### src/bezier_arc_length_sampler_core_macros.svh
// ----------------------------------------------------------------------------
// Assertion macros for the Bezier arc-length sampler
// Shared wrappers for concurrent checks clocked by clock, held off in reset.
// ----------------------------------------------------------------------------
`ifndef BEZIER_ARC_LENGTH_SAMPLER_CORE_MACROS_SVH
`define BEZIER_ARC_LENGTH_SAMPLER_CORE_MACROS_SVH

// same-cycle implication
`define BZAL_ASSERT_IMP(lbl, ante, cons) \
   lbl: assert property (@(posedge clock) disable iff (reset) (ante) |-> (cons)) \
      else $error("bzal check failed");

// next-cycle implication
`define BZAL_ASSERT_NXT(lbl, ante, cons) \
   lbl: assert property (@(posedge clock) disable iff (reset) (ante) |=> (cons)) \
      else $error("bzal check failed");

`endif

### src/bzal_pkg.sv
// ----------------------------------------------------------------------------
// bzal_pkg
// Widths, register indexes and control structs of the arc-length sampler.
// ----------------------------------------------------------------------------
package bzal_pkg;

   localparam int LUT_STEPS  = 256;
   localparam int LOG_STEPS  = $clog2(LUT_STEPS);
   localparam int IDX_W      = $clog2(LUT_STEPS + 1);
   localparam int STEP_SHIFT = 16 - LOG_STEPS;
   localparam int COORD_W    = 32;
   localparam int PW         = 34;
   localparam int ROOT_W     = 35;
   localparam int LEN_W      = 40;
   localparam int U_W        = 17;
   localparam int CSR_IW     = 4;

   localparam logic [U_W-1:0] ONE_Q16 = 17'h10000;

   localparam logic [CSR_IW-1:0] REG_START_X = 4'd0;
   localparam logic [CSR_IW-1:0] REG_START_Y = 4'd1;
   localparam logic [CSR_IW-1:0] REG_OUT_TX  = 4'd2;
   localparam logic [CSR_IW-1:0] REG_OUT_TY  = 4'd3;
   localparam logic [CSR_IW-1:0] REG_END_X   = 4'd4;
   localparam logic [CSR_IW-1:0] REG_END_Y   = 4'd5;
   localparam logic [CSR_IW-1:0] REG_IN_TX   = 4'd6;
   localparam logic [CSR_IW-1:0] REG_IN_TY   = 4'd7;

   typedef struct packed {
      logic signed [COORD_W-1:0] start_x;
      logic signed [COORD_W-1:0] start_y;
      logic signed [COORD_W-1:0] out_tangent_x;
      logic signed [COORD_W-1:0] out_tangent_y;
      logic signed [COORD_W-1:0] end_x;
      logic signed [COORD_W-1:0] end_y;
      logic signed [COORD_W-1:0] in_tangent_x;
      logic signed [COORD_W-1:0] in_tangent_y;
   } seg_type;

   typedef struct packed {
      logic           go;
      logic [U_W-1:0] u;
   } eval_req_type;

   typedef struct packed {
      logic busy;
      logic done;
   } unit_sts_type;

   typedef struct packed {
      logic          go;
      logic [PW-1:0] dx;
      logic [PW-1:0] dy;
   } root_req_type;

endpackage

### src/bzal_root.sv
// ----------------------------------------------------------------------------
// bzal_root
// Chord length: sum of squares from 17x17 partial products, then a
// bit-serial integer square root, one result bit per cycle.
// ----------------------------------------------------------------------------
module bzal_root import bzal_pkg::*; (
   input  logic              clock,
   input  logic              reset,
   input  root_req_type      req,
   output unit_sts_type      sts,
   output logic [ROOT_W-1:0] root
);

   localparam int ACC_W  = 2 * ROOT_W;
   localparam int REM_W  = ROOT_W + 2;
   localparam int HALF_W = PW / 2;

   typedef enum logic [2:0] {
      R_IDLE = 3'b001,
      R_SQ   = 3'b010,
      R_RT   = 3'b100
   } root_state_type;

   root_state_type    state_ff, state_in;
   logic [5:0]        cnt_ff, cnt_in;
   logic [PW-1:0]     dx_ff, dx_in, dy_ff, dy_in;
   logic [ACC_W-1:0]  acc_ff, acc_in;
   logic [REM_W-1:0]  rem_ff, rem_in;
   logic [ROOT_W-1:0] res_ff, res_in;
   logic              done_ff, done_in;

   logic [HALF_W-1:0] ma, mb;
   logic [1:0]        sh_code;
   logic [PW-1:0]     pp;
   logic [ACC_W-1:0]  term;
   logic [REM_W+1:0]  rem_cur, trial;

   always_comb begin
      case (cnt_ff[2:0])
         3'd0: begin ma = dx_ff[HALF_W-1:0]; mb = dx_ff[HALF_W-1:0]; sh_code = 2'd0; end
         3'd1: begin ma = dx_ff[PW-1:HALF_W]; mb = dx_ff[HALF_W-1:0]; sh_code = 2'd1; end
         3'd2: begin ma = dx_ff[PW-1:HALF_W]; mb = dx_ff[PW-1:HALF_W]; sh_code = 2'd2; end
         3'd3: begin ma = dy_ff[HALF_W-1:0]; mb = dy_ff[HALF_W-1:0]; sh_code = 2'd0; end
         3'd4: begin ma = dy_ff[PW-1:HALF_W]; mb = dy_ff[HALF_W-1:0]; sh_code = 2'd1; end
         3'd5: begin ma = dy_ff[PW-1:HALF_W]; mb = dy_ff[PW-1:HALF_W]; sh_code = 2'd2; end
         default: begin ma = '0; mb = '0; sh_code = 2'd0; end
      endcase
   end

   assign pp = PW'(ma) * PW'(mb);

   always_comb begin
      case (sh_code)
         // cross term counts twice
         2'd1:    term = ACC_W'(pp) << (HALF_W + 1);
         2'd2:    term = ACC_W'(pp) << (2 * HALF_W);
         default: term = ACC_W'(pp);
      endcase
   end

   assign rem_cur = {rem_ff, acc_ff[ACC_W-1:ACC_W-2]};
   assign trial   = {2'b00, res_ff, 2'b01};

   always_comb begin
      state_in = state_ff;
      cnt_in   = cnt_ff;
      dx_in    = dx_ff;
      dy_in    = dy_ff;
      acc_in   = acc_ff;
      rem_in   = rem_ff;
      res_in   = res_ff;
      done_in  = 1'b0;
      case (state_ff)
         R_IDLE: begin
            if (req.go) begin
               dx_in    = req.dx;
               dy_in    = req.dy;
               acc_in   = '0;
               rem_in   = '0;
               res_in   = '0;
               cnt_in   = '0;
               state_in = R_SQ;
            end
         end
         R_SQ: begin
            acc_in = acc_ff + term;
            cnt_in = cnt_ff + 6'd1;
            if (cnt_ff == 6'd5) begin
               cnt_in   = '0;
               state_in = R_RT;
            end
         end
         R_RT: begin
            acc_in = acc_ff << 2;
            if (rem_cur >= trial) begin
               rem_in = REM_W'(rem_cur - trial);
               res_in = {res_ff[ROOT_W-2:0], 1'b1};
            end else begin
               rem_in = REM_W'(rem_cur);
               res_in = {res_ff[ROOT_W-2:0], 1'b0};
            end
            cnt_in = cnt_ff + 6'd1;
            if (cnt_ff == 6'(ROOT_W - 1)) begin
               done_in  = 1'b1;
               state_in = R_IDLE;
            end
         end
         default: state_in = R_IDLE;
      endcase
   end

   always_ff @(posedge clock) begin
      if (reset) begin
         state_ff <= R_IDLE;
         done_ff  <= 1'b0;
      end else begin
         state_ff <= state_in;
         done_ff  <= done_in;
      end
      cnt_ff <= cnt_in;
      dx_ff  <= dx_in;
      dy_ff  <= dy_in;
      acc_ff <= acc_in;
      rem_ff <= rem_in;
      res_ff <= res_in;
   end

   assign sts.busy = (state_ff != R_IDLE);
   assign sts.done = done_ff;
   assign root     = res_ff;

endmodule
### config.mk
export PLATFORM = sky130hd
export DESIGN_NAME = bzal_root
export DESIGN_NICKNAME = d
export VERILOG_FILES = /design/src/bezier_arc_length_sampler_core_macros.svh /design/src/bzal_pkg.sv /design/src/bzal_root.sv
export SDC_FILE = /design/constraint.sdc
export NUM_CORES = 1
export LEC_CHECK = 0
export BUFFER_PORTS_ARGS = -buffer_cell sky130_fd_sc_hd__buf_2
export CORE_ASPECT_RATIO = 2
export CORE_UTILIZATION = 46
export CTS_BUF_LIST = sky130_fd_sc_hd__clkbuf_4
export DETAILED_ROUTE_END_ITERATION = 6
export GPL_ROUTABILITY_DRIVEN = 0
export GPL_TIMING_DRIVEN = 0
export PLACE_DENSITY = 0.73
export SYNTH_ARGS = -nofsm -noshare
export SYNTH_HDL_FRONTEND = slang
export SYNTH_SLANG_ARGS = --single-unit
### constraint.sdc
create_clock -name clock -period 10.9 [get_ports clock]
set_input_delay 2.18 -clock clock [delete_from_list [all_inputs] [get_ports clock]]
set_output_delay 2.18 -clock clock [all_outputs]
set_load 0.05 [all_outputs]
==> metrics <==
Layout area overhead=12.5%; GRT Max-Usage Layer=met2; Detailed Route WL=84.9 mm; cell mode on critical path=fa_1; Syn. warnings=0; Max Fanout on Critical Path=10; HPWL Detailed=66.1 mm; CORE AREA=54200 um^2; asr flop ratio synth=0; die span in x=167 um; global-route track usage on met1=0.273; area taken by multi-input logic gates=17300 um^2; FP Rows=121; met2 Usage GRT=0.545; min Tclk post-route=10.74 ns; Crit. End Element=register; final number of setup-violating endpoints=0; critical path startpoint category=register; syn_nets=3337; Worst Hold End=acc_ff[18]$_DFFE_PP_; largest net degree at the start of global routing=63; fillers=4981; vias in the first global route=23300; starting density of the core=0.464; Global Route Usage Sum=0.304; Max Freq=93.1 MHz; layout cells sized above 1=0.127; first-pass GRT wire length=127 mm; top-area cell type share of the netlist area=0.258; max-cap viol count=0; gr ovfl total=0; setup TNS=0 ns; antenna-violating nets left=0; HP Class=reg2reg; Hold Path Origin=acc_ff[16]$_DFFE_PP_; Max stage delay on crit path=0.58 ns; CP max-delay cell=fa_1; RSZ-0062 raised after global routing=true; WHS Path Cells=2; via count=22600; CTS buffer count=53; Worst Max-Slew Pin Slew=1.34 ns; final instance area=28300 um^2; failing checks=design-rule violations; CTS clk-pin slew, worst paths=0.08 ns; reg2reg end=acc_ff[66]$_DFFE_PP_; wire length per cell=22.8 um; CP Class=reg2reg; sequential share of the synthesized area=0.261; Slew Limit Fails=0; DIE AREA=55700 um^2; IO Port Bufs=107; CTS root buf=clkbuf_4; Via density=6.06; first-iteration detailed-routing DRC count=1983; EDFF count, synth=216; Worst R2R Start=cnt_ff[0]$_DFFE_PP_; register area=6570 um^2; Die H=333 um; iteration count of the initial detailed-routing pass=7; Worst EP arrival=11.27 ns; fin crit share=0.985; Reg2Reg Setup Slack=0.16 ns; Cells after DPL=3611; Post-synth top cells=nand2_1, inv_1, nor2_1; Syn Area/Cell=8.92 um^2; clock sinks=220; worst r2r path cells=35; worst clock skew=0.0927 ns; Post-DP Area=26700 um^2; most common cell in the netlist=nand2_1; Worst slew margin=0.105; clk buf depth=3; Netlist cell types=83; worst skew pair latency=0.85 ns; Mapped Area=25200 um^2; met3 Use GR=0.0715; synthesized instance count=2821; Synth area leader=edfxtp_1; CP Data Required Time=11.44 ns; Remaining DRCs=29; fin cells=3732; Hold Fails Final Rpt=0; main flop type after synthesis=edfxtp_1; final net count=3530; status=complete, but fails checks; Synth Register Bits=220; synth top area cells=edfxtp_1, fa_1, ha_1, nand2_1, inv_1; Top Ports=108; hold buffers post-CTS=0; CTS tree=yes; htree depth=2; initial antenna violation count=2
[cells by family after synthesis]
| kind of cell | Yosys count | share of synthesized area |
|---|---|---|
| xor+xnor | 129 | 0.0449 |
| buf+inv | 487 | 0.0741 |
| mux | 27 | 0.0107 |
| compound gates | 654 | 0.173 |
| fa+ha+maj | 445 | 0.288 |
| simple gates | 859 | 0.148 |
| flops | 220 | 0.261 |
[critical path, delay by kind of cell (launching register included)]
| family | cells | cell delay [ns] |
|---|---|---|
| and+or+nand+nor | 5 | 0.87 |
| DFF | 1 | 0.47 |
| adders and majority gates | 10 | 4.56 |
| AOI/OAI and AO/OA | 14 | 3.59 |
| xor gates and xnor gates | 1 | 0.26 |
| buffers and inverters | 5 | 0.75 |
[layout make-up]
| cell class | instances | area share |
|---|---|---|
| buffer | 114 | 0.0220 |
| clock buffer | 71 | 0.0188 |
| multi-input combinational | 2114 | 0.611 |
| antenna | 1 | 0.0000884 |
| inverter | 359 | 0.0476 |
| clock inverter | 25 | 0.00420 |
| sequential | 220 | 0.232 |
| tap | 676 | 0.0299 |
| timing repair buffer | 152 | 0.0343 |
[worst max-delay path by stage]
stage | slack, ns | to | cells after the start | startpoint
global placement | -1.26 | acc_ff[66]$_DFFE_PP_ | 36 | cnt_ff[0]$_DFFE_PP_
global route | -0.13 | acc_ff[66]$_DFFE_PP_ | 37 | cnt_ff[0]$_DFFE_PP_
floorplan | 0.89 | acc_ff[66]$_DFFE_PP_ | 38 | cnt_ff[0]$_DFFE_PP_
detailed placement | -1.28 | acc_ff[66]$_DFFE_PP_ | 41 | cnt_ff[1]$_DFFE_PP_
finish | 0.16 | acc_ff[66]$_DFFE_PP_ | 35 | cnt_ff[0]$_DFFE_PP_
CTS | 0.06 | acc_ff[66]$_DFFE_PP_ | 41 | cnt_ff[0]$_DFFE_PP_
[layout by cell type (no fill, tap or decap), types with 53 or more instances in the layout]
cell type,count
edfxtp_1,216
clkbuf_1,61
xor2_1,53
buf_2,117
inv_1,358
xnor2_1,68
nand2_1,368
nor2_1,258
a21o_1,90
fa_1,225
ha_1,213
clkbuf_4,82
a21oi_1,170
o21ai_0,107
[routing by layer]
layer	vias to the layer above	share of wire
met5	-	0.000094
met4	2	0.12
met3	535	0.078
met2	1166	0.51
met1	10900	0.29
li1	10100	-
[registers in the layout, summed over array words and instances, names as in the netlist]
name      flops
acc_ff       70
dx_ff        34
rem_ff       37
cnt_ff        6
root         35
done_ff       1
dy_ff        34
state_ff      3
[per-stage QoR]
stage                     setup WS [ns]  hold WS [ns]   util
final                             0.163         0.531  0.523
after global routing             -0.128         0.588  0.523
after CTS                        0.0618         0.542  0.510
after detailed placement          -1.28         0.538  0.492
after global placement            -1.26         0.505  0.490
after floorplan                   0.894         0.477      -
[repair_timing]
item / CTS / global route
pin swaps: 5 / 25
buffers inserted: 8 / 28
resized for setup: 81 / 144
endpoints found under the setup margin: 38 / 36
Power is not shown: default switching activity piles up to over one toggle a cycle in this logic, so the estimate is an artifact.
