File: src/bezier_arc_length_sampler_core_macros.svh
// ----------------------------------------------------------------------------
// Assertion macros for the Bezier arc-length sampler
// Shared wrappers for concurrent checks clocked by clock, held off in reset.
// ----------------------------------------------------------------------------
`ifndef BEZIER_ARC_LENGTH_SAMPLER_CORE_MACROS_SVH
`define BEZIER_ARC_LENGTH_SAMPLER_CORE_MACROS_SVH

// same-cycle implication
`define BZAL_ASSERT_IMP(lbl, ante, cons) \
   lbl: assert property (@(posedge clock) disable iff (reset) (ante) |-> (cons)) \
      else $error("bzal check failed");

// next-cycle implication
`define BZAL_ASSERT_NXT(lbl, ante, cons) \
   lbl: assert property (@(posedge clock) disable iff (reset) (ante) |=> (cons)) \
      else $error("bzal check failed");

`endif

File: src/bzal_pkg.sv
// ----------------------------------------------------------------------------
// bzal_pkg
// Widths, register indexes and control structs of the arc-length sampler.
// ----------------------------------------------------------------------------
package bzal_pkg;

   localparam int LUT_STEPS  = 256;
   localparam int LOG_STEPS  = $clog2(LUT_STEPS);
   localparam int IDX_W      = $clog2(LUT_STEPS + 1);
   localparam int STEP_SHIFT = 16 - LOG_STEPS;
   localparam int COORD_W    = 32;
   localparam int PW         = 34;
   localparam int ROOT_W     = 35;
   localparam int LEN_W      = 40;
   localparam int U_W        = 17;
   localparam int CSR_IW     = 4;

   localparam logic [U_W-1:0] ONE_Q16 = 17'h10000;

   localparam logic [CSR_IW-1:0] REG_START_X = 4'd0;
   localparam logic [CSR_IW-1:0] REG_START_Y = 4'd1;
   localparam logic [CSR_IW-1:0] REG_OUT_TX  = 4'd2;
   localparam logic [CSR_IW-1:0] REG_OUT_TY  = 4'd3;
   localparam logic [CSR_IW-1:0] REG_END_X   = 4'd4;
   localparam logic [CSR_IW-1:0] REG_END_Y   = 4'd5;
   localparam logic [CSR_IW-1:0] REG_IN_TX   = 4'd6;
   localparam logic [CSR_IW-1:0] REG_IN_TY   = 4'd7;

   typedef struct packed {
      logic signed [COORD_W-1:0] start_x;
      logic signed [COORD_W-1:0] start_y;
      logic signed [COORD_W-1:0] out_tangent_x;
      logic signed [COORD_W-1:0] out_tangent_y;
      logic signed [COORD_W-1:0] end_x;
      logic signed [COORD_W-1:0] end_y;
      logic signed [COORD_W-1:0] in_tangent_x;
      logic signed [COORD_W-1:0] in_tangent_y;
   } seg_type;

   typedef struct packed {
      logic           go;
      logic [U_W-1:0] u;
   } eval_req_type;

   typedef struct packed {
      logic busy;
      logic done;
   } unit_sts_type;

   typedef struct packed {
      logic          go;
      logic [PW-1:0] dx;
      logic [PW-1:0] dy;
   } root_req_type;

endpackage

File: src/bzal_eval.sv
// ----------------------------------------------------------------------------
// bzal_eval
// De Casteljau point evaluator: one shared lerp unit, x axis then y axis.
// ----------------------------------------------------------------------------
module bzal_eval import bzal_pkg::*; (
   input  logic                 clock,
   input  logic                 reset,
   input  seg_type              seg,
   input  eval_req_type         req,
   output unit_sts_type         sts,
   output logic signed [PW-1:0] pt_x,
   output logic signed [PW-1:0] pt_y
);

   typedef enum logic [2:0] {
      E_IDLE = 3'b001,
      E_MUL  = 3'b010,
      E_ADD  = 3'b100
   } eval_state_type;

   eval_state_type       state_ff, state_in;
   logic                 axis_ff, axis_in;
   logic [2:0]           step_ff, step_in;
   logic [U_W-1:0]       u_ff, u_in;
   logic signed [PW-1:0] w0_ff, w1_ff, w2_ff, w3_ff;
   logic signed [PW-1:0] w0_in, w1_in, w2_in, w3_in;
   logic signed [52:0]   prod_ff, prod_in;
   logic signed [PW-1:0] x_ff, x_in, y_ff, y_in;
   logic                 done_ff, done_in;

   logic signed [PW-1:0] lx0, lx1, lx2, lx3, ly0, ly1, ly2, ly3;
   logic signed [PW-1:0] a_sel, b_sel, lerp_res;
   logic signed [PW:0]   diff;
   logic signed [U_W:0]  u_s;
   logic signed [52:0]   shifted;

   assign lx0 = PW'(seg.start_x);
   assign lx1 = PW'(seg.start_x) + PW'(seg.out_tangent_x);
   assign lx2 = PW'(seg.end_x) + PW'(seg.in_tangent_x);
   assign lx3 = PW'(seg.end_x);
   assign ly0 = PW'(seg.start_y);
   assign ly1 = PW'(seg.start_y) + PW'(seg.out_tangent_y);
   assign ly2 = PW'(seg.end_y) + PW'(seg.in_tangent_y);
   assign ly3 = PW'(seg.end_y);

   always_comb begin
      case (step_ff)
         3'd1, 3'd4: begin
            a_sel = w1_ff;
            b_sel = w2_ff;
         end
         3'd2: begin
            a_sel = w2_ff;
            b_sel = w3_ff;
         end
         default: begin
            a_sel = w0_ff;
            b_sel = w1_ff;
         end
      endcase
   end

   assign diff     = (PW+1)'(b_sel) - (PW+1)'(a_sel);
   assign u_s      = {1'b0, u_ff};
   assign prod_in  = diff * u_s;
   assign shifted  = (prod_ff + 53'sd32768) >>> 16;
   assign lerp_res = a_sel + PW'(shifted);

   always_comb begin
      state_in = state_ff;
      axis_in  = axis_ff;
      step_in  = step_ff;
      u_in     = u_ff;
      w0_in    = w0_ff;
      w1_in    = w1_ff;
      w2_in    = w2_ff;
      w3_in    = w3_ff;
      x_in     = x_ff;
      y_in     = y_ff;
      done_in  = 1'b0;
      case (state_ff)
         E_IDLE: begin
            if (req.go) begin
               u_in     = req.u;
               axis_in  = 1'b0;
               step_in  = 3'd0;
               w0_in    = lx0;
               w1_in    = lx1;
               w2_in    = lx2;
               w3_in    = lx3;
               state_in = E_MUL;
            end
         end
         E_MUL: begin
            state_in = E_ADD;
         end
         E_ADD: begin
            case (step_ff)
               3'd1, 3'd4: w1_in = lerp_res;
               3'd2:       w2_in = lerp_res;
               default:    w0_in = lerp_res;
            endcase
            state_in = E_MUL;
            step_in  = step_ff + 3'd1;
            if (step_ff == 3'd5) begin
               step_in = 3'd0;
               if (!axis_ff) begin
                  // x done: load y control points
                  x_in    = lerp_res;
                  axis_in = 1'b1;
                  w0_in   = ly0;
                  w1_in   = ly1;
                  w2_in   = ly2;
                  w3_in   = ly3;
               end else begin
                  y_in     = lerp_res;
                  done_in  = 1'b1;
                  state_in = E_IDLE;
               end
            end
         end
         default: state_in = E_IDLE;
      endcase
   end

   always_ff @(posedge clock) begin
      if (reset) begin
         state_ff <= E_IDLE;
         done_ff  <= 1'b0;
      end else begin
         state_ff <= state_in;
         done_ff  <= done_in;
      end
      axis_ff <= axis_in;
      step_ff <= step_in;
      u_ff    <= u_in;
      w0_ff   <= w0_in;
      w1_ff   <= w1_in;
      w2_ff   <= w2_in;
      w3_ff   <= w3_in;
      prod_ff <= prod_in;
      x_ff    <= x_in;
      y_ff    <= y_in;
   end

   assign sts.busy = (state_ff != E_IDLE);
   assign sts.done = done_ff;
   assign pt_x     = x_ff;
   assign pt_y     = y_ff;

endmodule

File: config.mk
export PLATFORM = sky130hd
export DESIGN_NAME = bzal_eval
export DESIGN_NICKNAME = d
export VERILOG_FILES = /design/src/bezier_arc_length_sampler_core_macros.svh /design/src/bzal_pkg.sv /design/src/bzal_eval.sv
export SDC_FILE = /design/constraint.sdc
export NUM_CORES = 2
export LEC_CHECK = 0
export BUFFER_PORTS_ARGS = -buffer_cell sky130_fd_sc_hd__buf_2
export CAP_MARGIN = 20
export CORE_AREA = 5 5 319 290
export DETAILED_ROUTE_END_ITERATION = 6
export DIE_AREA = 0 0 324 295
export PLACE_DENSITY = 0.67
export SYNTH_ARGS = -nofsm -noshare
export SYNTH_HDL_FRONTEND = slang
export SYNTH_SLANG_ARGS = --single-unit
File: constraint.sdc
create_clock -name clock -period 33.2 [get_ports clock]
set_clock_uncertainty 0.05 [all_clocks]
set_input_delay 1.66 -clock clock [delete_from_list [all_inputs] [get_ports clock]]
set_output_delay 1.66 -clock clock [all_outputs]
set_load 0.02 [all_outputs]
==> impl_metrics.yaml <==
run_status:
  outcome: "finished with violations"
  violations: "DRC"
final_layout:
  syn_to_final_growth_pct: 9.113
  fin_nets: 6398
  layout-drive-gt1-share_pct: 10.57
  utilization_pct: 54.00
  instances_no_fill: 6489
  final_cell_mix: "inv_1, nand2_1, fa_1"
  final_common_cell: "inv_1"
grt:
  grt_pass1_wl_um: 226300
  grt_pass1_vias: 39110
  grt.overflow.total: 0
  antenna_found_initial: 10
  grt_use_total_pct: 30.23
  grt_max_degree: 77
timing:
  tns_ns: 0
  report.final.slew_viol_count: 0
  hold_viol: 0
  tightest_slew_ns: 1.135
  whs_ns: 0.4632
  fin_crit_sh_pct: 39.70
  clock.fmax_ghz: 0.07587
  setup_violations: 0
  max_slew_margin_pct: 23.80
  rsz0062_at_grt: "false"
  fin_crit_ns: 13.18
clock_network:
  root_buffer: "clkbuf_16"
  h-tree-depth: 2
  clock_sinks: 262
  clk_path_buf_depth: 3
  cts_resized: 0
  post_cts_buffers: 0
  path_clk_slew_ns: 0.06
  cts_hold_buf: 0
  clock_latency_ns: 0.58
  cts_buffers: 35
  cts_tree: "done"
worst_setup_path:
  slowest_delay_ns: 0.78
  critical_path_required_ns: 33.59
  crit_path_top_delay_cell: "xor2_2"
  arrival_ns: 13.57
  cp-end-kind: "flop"
  path_class: "flop to flop"
  r2r_start: "step_ff[0]$_SDFFCE_PN0P_"
  r2r.worst_path.cells: 40
  reg2reg_to: "prod_ff[49]$_DFF_P_"
  cp_max_fo: 43
  reg2reg_slack_ns: 20.02
  start_kind: "flop"
floorplan:
  initial_core_util_pct: 49.49
  pin_count: 346
  die_h_um: 295
  die_area_mm2: 0.09558
  row_count: 104
  coreArea_mm2: 0.08875
  die_w_um: 324
drt:
  detail_route.wl_per_cell_um: 22.36
  wl_um: 145100
  dr.pass1.iters: 7
  vias: 38690
  ant_nets: 0
  drcViolationCount: 13
  vias_per_cell: 5.963
  drtIter0Drc: 4018
logic_synthesis:
  async_flop_share_pct: 0
  syn_area_mm2: 0.04392
  synth_fp_nets: 6196
  synth_cell_types: 109
  yosysSeqAreaShare_pct: 17.02
  ys_ff_latch: 262
  yosys_warnings: 0
  synth_edf_count: 223
  synth_flop_cell: "edfxtp_1"
  syn_area_per_cell_um2: 8.631
  netlist_instances: 5089
hold_path:
  holdPathStages: 1
  hold_end: "state_ff[2]$_SDFFE_PP0N_"
  min_from: "state_ff[0]$_SDFFE_PP1N_"
  hp-class: "flop to flop"
place:
  port_buffers: 345
  hpwl_um: 112300
  gp_congestion: 1.014
  dp_cells: 6418
run:
  drv_cap: 0
==> worst max-delay path by stage <==
stage | cells past startpoint | slack [ns] | end | from
CTS | 40 | 20.14 | prod_ff[49]$_DFF_P_ | step_ff[0]$_SDFFCE_PN0P_
floorplan | 47 | 21.60 | prod_ff[49]$_DFF_P_ | step_ff[0]$_SDFFCE_PN0P_
detailed placement | 40 | 20.20 | prod_ff[49]$_DFF_P_ | step_ff[0]$_SDFFCE_PN0P_
finish | 40 | 20.02 | prod_ff[49]$_DFF_P_ | step_ff[0]$_SDFFCE_PN0P_
global placement | 38 | 20.51 | prod_ff[49]$_DFF_P_ | step_ff[0]$_SDFFCE_PN0P_
global route | 38 | 19.09 | prod_ff[49]$_DFF_P_ | step_ff[0]$_SDFFCE_PN0P_
==> cells in the mapped netlist, types with 41 or more instances <==
library cell	number	area (um2)
o21ai_0	203	1016
nor3_1	54	270.3
o21a_1	52	390.4
a21oi_1	256	1281
nand3_1	99	495.5
a211oi_1	53	397.9
nand4_1	41	256.5
a21o_1	80	600.6
edfxtp_1	223	6696
nor3b_1	43	322.8
nor2_1	231	867.1
nand2b_1	66	412.9
xor2_1	87	762.0
a31oi_1	46	287.8
o22ai_1	43	269.0
and2_1	273	1708
fa_1	547	10950
clkbuf_1	206	773.2
o211ai_1	52	390.4
ha_1	284	3553
xnor2_1	170	1489
nor2b_1	48	300.3
nand2_1	593	2226
inv_1	773	2902
==> worst max-delay path, delay by kind of cell (launching register included) <==
family                     cells  cell delay [ns]
DFF                            1             0.42
and+or+nand+nor                6             1.25
xor gates and xnor gates       3             1.19
adders and majority gates     10             4.37
buffers and inverters          7             0.55
AOI/OAI and AO/OA             14             5.21
==> metal layers <==
layer / up-vias / share of wire (%) / global-route usage (%)
li1: 17500 / - / -
met1: 19040 / 41 / 42.26
met2: 1917 / 46 / 48.70
met3: 232 / 9.8 / 5.435
met4: 8 / 3.1 / 8.636
met5: - / 0.035 / 0
==> flip-flops by register name, summed over array words and instances, names as in the netlist <==
name,count
prod_ff,35
pt_x,34
pt_y,34
w0_ff,34
w1_ff,34
w2_ff,34
w3_ff,32
u_ff,17
state_ff,3
step_ff,3
axis_ff,1
done_ff,1
==> metrics by stage <==
stage / worst slack [ns] / cell area, um2
floorplan: 21.60 / 43920
global placement: 20.51 / 46710
detailed placement: 20.20 / 46710
CTS: 20.14 / 47880
global route: 19.09 / 47920
finish: 20.02 / 47920
==> cells by family after synthesis <==
| logic type | Yosys count | share of synthesized area (%) |
|---|---|---|
| compound gates | 1064 | 16.35 |
| xor+xnor | 260 | 5.250 |
| fa+ha+maj | 845 | 33.35 |
| buf+inv | 1032 | 9.107 |
| flops | 262 | 17.02 |
| mux | 28 | 0.7122 |
| simple gates | 1598 | 18.21 |
==> final cells by class <==
cell class	instances	area [um2]
diodes	6	15.01
clock buffers	46	948.4
clock inverters	17	226.5
fillers	8286	40820
inverters	773	2904
multi-input cells	3795	32560
flip-flops and latches	262	7477
well taps	1166	1459
repair buffers	424	2332
Power is left out: the tool's default activity adds up to more than one toggle a clock period on the data nets, which glitch-free logic cannot reach.
